**src/hdl/moq_pkg.sv**
```systemverilog
package moq_pkg;

  // Default queue depth and fixed sizes of the tag space and data memory
  localparam int QueueDepthDef = 16;
  localparam int RobDepth      = 64;
  localparam int MemWords      = 1024;

  localparam int TAG_W  = $clog2(RobDepth);
  localparam int ADDR_W = $clog2(MemWords);
  localparam int DATA_W = 64;
  localparam int FUNC_W = 3;
  localparam int CAP_W  = 5;

  localparam logic [CAP_W-1:0] CAP_RESET = 5'd16;

  // Function codes carried by an input transaction
  localparam logic [FUNC_W-1:0] FN_ADD     = 3'd0;
  localparam logic [FUNC_W-1:0] FN_UPDATE  = 3'd1;
  localparam logic [FUNC_W-1:0] FN_RELEASE = 3'd2;
  localparam logic [FUNC_W-1:0] FN_RETIRE  = 3'd3;
  localparam logic [FUNC_W-1:0] FN_FLUSH   = 3'd4;

  // Operation broadcast to every cell of the chain
  typedef enum logic [2:0] {
    CELL_IDLE,
    CELL_ADD,
    CELL_UPDATE,
    CELL_RELEASE,
    CELL_SHIFT,
    CELL_FLUSH,
    CELL_COMPACT
  } moq_cell_op_t;

  // One queue entry as held by a cell
  typedef struct packed {
    logic              valid;
    logic [TAG_W-1:0]  tag;
    logic              load;
    logic [ADDR_W-1:0] addr;
    logic [DATA_W-1:0] data;
    logic              addr_known;
    logic              data_known;
    logic              retirable;
  } moq_entry_t;

  // Command bus shared by all cells
  typedef struct packed {
    moq_cell_op_t      op;
    logic [TAG_W-1:0]  tag;
    logic              load;
    logic [ADDR_W-1:0] addr;
    logic [DATA_W-1:0] data;
    logic [TAG_W-1:0]  flush_lo;
    logic [TAG_W-1:0]  flush_hi;
  } moq_cmd_t;

endpackage

```
**src/hdl/moq_cell.sv**
```systemverilog
module moq_cell (
  input  logic                clk,
  input  logic                rst_n,
  input  moq_pkg::moq_cmd_t   cmd,
  input  logic                lower_valid,
  input  logic                gap_in,
  input  moq_pkg::moq_entry_t upper,
  output moq_pkg::moq_entry_t entry
);
  import moq_pkg::*;

  moq_entry_t entry_r;
  moq_entry_t entry_nxt;
  logic       hit;
  logic       in_range;

  // Match the broadcast tag and the inclusive, possibly wrapping, flush range
  always_comb begin
    hit = entry_r.valid && (entry_r.tag == cmd.tag);
    if (cmd.flush_lo <= cmd.flush_hi) begin
      in_range = (entry_r.tag >= cmd.flush_lo) && (entry_r.tag <= cmd.flush_hi);
    end else begin
      in_range = (entry_r.tag <= cmd.flush_hi) || (entry_r.tag >= cmd.flush_lo);
    end
  end

  // Apply the broadcast operation to this cell
  always_comb begin
    entry_nxt = entry_r;
    case (cmd.op)
      CELL_ADD: begin
        // only the first free cell takes the new entry
        if (!entry_r.valid && lower_valid) begin
          entry_nxt.valid      = 1'b1;
          entry_nxt.tag        = cmd.tag;
          entry_nxt.load       = cmd.load;
          entry_nxt.addr_known = 1'b0;
          entry_nxt.data_known = 1'b0;
          entry_nxt.retirable  = 1'b0;
        end
      end
      CELL_UPDATE: begin
        if (hit) begin
          entry_nxt.addr       = cmd.addr;
          entry_nxt.data       = cmd.data;
          entry_nxt.addr_known = 1'b1;
          entry_nxt.data_known = 1'b1;
          entry_nxt.retirable  = entry_r.retirable | entry_r.load;
        end
      end
      CELL_RELEASE: begin
        if (hit) begin
          entry_nxt.retirable = 1'b1;
        end
      end
      CELL_SHIFT: begin
        entry_nxt = upper;
      end
      CELL_FLUSH: begin
        if (entry_r.valid && in_range) begin
          entry_nxt.valid = 1'b0;
        end
      end
      CELL_COMPACT: begin
        // close the lowest hole: everything from it upwards moves down by one
        if (gap_in || !entry_r.valid) begin
          entry_nxt = upper;
        end
      end
      default: ;
    endcase
  end

  // Hold the entry; clear only its control bits at reset
  always_ff @(posedge clk) begin
    if (!rst_n) begin
      entry_r.valid      <= 1'b0;
      entry_r.addr_known <= 1'b0;
      entry_r.data_known <= 1'b0;
      entry_r.retirable  <= 1'b0;
    end else begin
      entry_r <= entry_nxt;
    end
  end

  assign entry = entry_r;

endmodule

```
**config.mk**
```make
export PLATFORM = sky130hd
export DESIGN_NAME = moq_cell
export DESIGN_NICKNAME = d
export VERILOG_FILES = /design/src/hdl/moq_pkg.sv /design/src/hdl/moq_cell.sv
export SDC_FILE = /design/constraint.sdc
export NUM_CORES = 1
export LEC_CHECK = 0
export BUFFER_PORTS_ARGS = -buffer_cell sky130_fd_sc_hd__buf_2
export CAP_MARGIN = 20
export CORE_ASPECT_RATIO = 1.2
export CORE_MARGIN = 5
export CORE_UTILIZATION = 39
export DETAILED_ROUTE_END_ITERATION = 8
export GPL_TIMING_DRIVEN = 0
export PLACE_DENSITY_LB_ADDON = 0.2
export REMOVE_ABC_BUFFERS = 1
export SYNTH_ARGS = -nofsm -noshare
export SYNTH_HDL_FRONTEND = slang
export SYNTH_SLANG_ARGS = --single-unit
```
**constraint.sdc**
```tcl
create_clock -name clk -period 8.3 [get_ports clk]
set_input_delay 1.66 -clock clk [delete_from_list [all_inputs] [get_ports clk]]
set_output_delay 1.66 -clock clk [all_outputs]
set_load 0.05 [all_outputs]
```
==> Word level (Yosys, flattened, before mapping) <==
Cells that the tools add are included.
{ "totals": {"reg_bits": 85, "out_inout_bits": 85} }
{ "op_classes": {"bitwise_logic": 1, "muxes": 12, "n_reduce_logical": 17, "magnitude_cmp": 3, "eq_ne": 12} }
{ "ops": {"columns": ["op", "n"], "rows": [
  ["case mux 74 bit (3 select lines)", 1],
  ["2-to-1 mux 85 bit", 1],
  ["2-to-1 mux 77 bit", 1],
  ["case mux 7 bit (3 select lines)", 1],
  ["AND reduction 4 bit", 4],
  ["<= comparator 6 bit", 2],
  ["!= test 2 bit (second input constant)", 5],
  ["equality test 3 bit (second input constant)", 3],
  ["2-to-1 mux 8 bit", 1],
  ["case mux 2 bit (4 select lines)", 1],
  ["nonzero test 4 bit", 2],
  ["equality test 3 x 2 -> 1 bit (second input constant)", 2],
  ["equality test 6 bit", 1],
  ["greater-or-equal comparator 6 bit", 1],
  ["nonzero test 3 bit", 2],
  ["case mux 1 bit (5 select lines)", 1],
  ["AND reduction 5 bit", 1],
  ["nonzero test 5 bit", 1],
  ["logical AND 1 bit", 4],
  ["case mux 1 bit (4 select lines)", 1],
  ["equality test 3 x 1 -> 1 bit (second input constant)", 1],
  ["2-to-1 mux 1 bit", 3],
  ["2-to-1 mux 3 bit", 1],
  ["logical OR 1 bit", 2],
  ["2 further kinds", 2]
]} }

==> Logic depth before layout (Yosys ltp) <==
{ "logic_depth": {"depth_word": 6, "ltp_mapped": 7, "depth_no_buf": 7} }

==> Worst setup path before layout <==
No wires, ideal clock.
{ "synth_path": {"path_kind": "input -> register", "from": "in cmd[88] in the netlist's numbering", "to": "reg entry_r, in the netlist entry[10], enable pin", "path_slack_ns": 0.357, "t_arrival_ns": 7.346, "t_required_ns": 7.703, "stages": 4, "path_buffers": 0, "path_cell_list": "xor2_1 nor4_4 a22oi_1 nor3_1"} }
{ "synth_between": {"elab_chain_cells": 4} }
{ "synth_lines": {"columns": ["element", "line_no", "text"], "rows": [
  ["start: declaration", "moq_cell.sv:4", "input moq_pkg::moq_cmd_t cmd,"],
  ["equality test 6 bit", "moq_cell.sv:19", "hit = entry_r.valid && (entry_r.tag == cmd.tag);"],
  ["logical AND 1 bit", "moq_cell.sv:19", null],
  ["!= test 2 bit (no source line)", null, null],
  ["AND reduction 4 bit (no source line)", null, null],
  ["end signal: assignment", "moq_cell.sv:82", "entry_r <= entry_nxt;"],
  ["end: declaration", "moq_cell.sv:12", "moq_entry_t entry_r;"]
]} }
No other way between the ends.
A chain may end at the register's enable or synchronous reset.

==> Worst setup path in the final report <==
{ "layout_path": {"from": "in cmd[91] in the netlist's numbering", "to": "reg entry_r, in the netlist entry[15], enable pin"} }
Same word-level chain as after synthesis.

==> key figures <==
Routing
  – Drt drc: 0
  – Routed Antenna Nets: 0
  – Via Count: 4152
  – Routed WL: 13.7 mm
  – DRT Pass-1 Iters: 6
  – 1st-iter DRT viols: 146
  – Wirelength per Cell: 15.9 microns
  – Vias per cell: 4.82

Timing
  – Crit share post-route: 47.3%
  – Achievable frequency: 0.255 GHz
  – Final clock skew: 0.00776 ns
  – Setup ws final: 4.37 ns
  – Slew @ Worst Pin: 0.840 ns
  – Unrepaired setup endpoints after global routing: no
  – Final Setup Violations: 0
  – WHS: 0.479 ns
  – Max_slew headroom: 44.0%
  – Post-layout minimum cycle time: 3.93 ns
  – Hold Vio Cnt, Final: 0
  – Slew Viols, Final: 0

Setup path
  – Critical path buffers and inverters: 7
  – Worst endpoint required time: 8.34 ns
  – Crit-path max FO: 13
  – CP delay by family, top: buffers and inverters
  – Most used cell, CP: buf_6
  – Crit-path slowest cell: nor4_4
  – Critical path class: in2reg
  – Crit path cell chain: buf_2 -> xnor2_1 -> nand4_1 -> nor4_4 -> a22oi_1 -> nor3_2 -> buf_6 -> buf_6 -> buf_6 -> buf_6 -> buf_6 -> buf_8
  – Crit path capture type: flop
  – CP peak stage delay: 0.29 ns
  – Critical path launch point type: input pin
  – Worst Path Arrival: 3.97 ns

Die
  – Die W: 107 microns
  – DIE AREA: 13400 sq um
  – Starting Density: 39.8%
  – Rows: 42
  – Top Ports: 270
  – CORE AREA: 11000 sq um
  – Chip Height: 126 microns

Clocking
  – Postcts setup bufs: 0
  – PostCTS Resize Cnt: 0
  – Clk pin slew, worst setup/hold paths: 0.06 ns
  – CTS Buf Count: 9
  – CTS tree: yes
  – H-tree Lvls: 3
  – CTS root buf: clkbuf_16
  – Worst skew pair latency: 0.33 ns
  – Clk buf depth: 2
  – Hold Buf Count CTS: 0
  – CTS sink cnt: 85

Global routing
  – Antenna violations before repair: 0
  – First-pass GRT wire length: 20.9 mm
  – Pin count of the biggest net entering global routing: 82
  – Vias in the first global route: 4232
  – Tot GR Track Use: 20.0%
  – GR Overflow Total: 0

Layout
  – Nets: 929
  – Post-route insts no fill: 862
  – Max reg flops: 85
  – Layout cells sized above 1: 41.1%
  – Number of diodes: 0
  – Area growth from synthesis to layout: 42.6%

Logic synthesis
  – Netlist Area Pre-Place: 4370 sq um
  – Post-Syn Area per Cell: 9.54 sq um
  – Largest area contributor in the netlist: edfxtp_1
  – Seq/Total Area, Yosys: 57.5%
  – Most instantiated cells after synthesis: 251 x nand2_1, 81 x edfxtp_1, 19 x inv_1, 18 x ha_1
  – Primary FF master, synth: edfxtp_1
  – Synth top area share: 55.7%
  – Most frequent cell after synthesis: nand2_1
  – Synth unique cells: 46
  – Synth top area cells: edfxtp_1 56%, nand2_1 22%, ha_1 5.2%
  – Post-synth EDFFs: 81
  – Synthesis Warnings: 0
  – Number of register bits inferred by synthesis: 85
  – Syn Inst Count: 458
  – Ys async rst share: 0%

Min path
  – Worst min-delay path category: reg2reg

Placement
  – GP Congestion: 0.868
  – Worst slack, placed: 3.94 ns
  – Placed cell count: 847
  – Final HPWL DP: 11.1 mm
  – # port buffers: 269

Status
  – Status: finished clean

Power
  – Power per Cell Area: 180 nW/um^2
  – Static Leak: 3.18 nW
  – VDD IR max: 0.109 mV

Flow run
  – Max Cap Viol: 0
==> per-stage QoR <==
stage	utilization [%]	instance area, sq um	power [mW]	setup TNS, ns
3_5_place_dp	53.9	5920	0.718	0
2_1_floorplan	-	4260	0.631	0
4_1_cts	56.7	6230	1.14	0
5_1_grt	56.7	6230	1.18	0
3_3_place_gp	52.5	5770	0.711	-154.91
6_report	56.7	6230	1.12	0
==> power breakdown <==
group	switching [mW]	internal [mW]	leakage [nW]
sequential	0.00672	0.492	0.781
combinational	0.133	0.0761	2.25
clock	0.155	0.260	0.146
total	0.295	0.828	3.18
==> cells in the final DEF, fill, tap and decap left out, drive strengths merged, types with 2 or more instances in the layout <==
cell type | netlist | routed
xor2 | 3 | 3
buf | 12 | 278
a211oi | 2 | 2
and4bb | 2 | 2
a221oi | 3 | 3
inv | 19 | 19
and4 | 2 | 2
nor3 | 2 | 2
nand3 | 3 | 3
nand2 | 251 | 251
xnor2 | 3 | 3
dfxtp | 4 | 4
a22oi | 3 | 3
clkinv | 0 | 2
and2 | 2 | 2
bufinv | 0 | 2
ha | 18 | 18
clkbuf | 9 | 10
a21o | 2 | 2
o21ai | 6 | 6
a21oi | 9 | 9
edfxtp | 81 | 81
nor2b | 4 | 4
==> path summary, 6_finish.rpt <==
check | start | end | slack, ns | cells past startpoint
setup / recovery | cmd[91] | entry[15] | 4.37 | 12
hold / removal | entry[2] | entry[2] | 0.48 | 2
setup reg to reg | entry[82] | entry[15] | 5.34 | 11
hold reg to reg | entry[2] | entry[2] | 0.48 | 2
==> per-layer routing <==
| metal | share of wire, % | up-vias | routed length [microns] | global-route usage [%] |
|---|---|---|---|---|
| met3 | 10 | 25 | 1400 | 7.57 |
| met4 | 2.8 | 0 | 378 | 7.90 |
| met1 | 35 | 1887 | 4840 | 21.2 |
| met5 | 0 | - | 0 | 0 |
| li1 | - | 2058 | - | - |
| met2 | 52 | 182 | 7080 | 35.7 |
==> cell families (layout without fill, tap and decap cells) <==
group                    count (synthesis)  after routing  share of synthesized area [%]
AND/OR/NAND/NOR                        275            275                           26.4
flip-flops                              85             85                           57.5
adder cells (fa/ha/maj)                 18             18                           5.16
XOR/XNOR                                 6              6                           1.20
buffers and inverters                   40            312                           4.12
AO/OA/AOI/OAI                           34             34                           5.61
==> worst reg2reg max path: cells and delay by family (launching register included) <==
kind | cells | cell delay (ns)
compound gates | 1 | 0.17
xor+xnor | 1 | 0.21
buf+inv | 6 | 1.10
flops | 1 | 0.45
simple gates | 3 | 0.73
==> cell type report <==
type	count	area, sq um
Fill cell	996	4760
Sequential cell	85	2510
Multi-Input combinational cell	333	1690
Timing Repair Buffer	278	1480
Clock buffer	10	229
Tap cell	132	165
Clock inverter	5	76.3
Inverter	19	71.3
(Power assumes the default switching activity.)
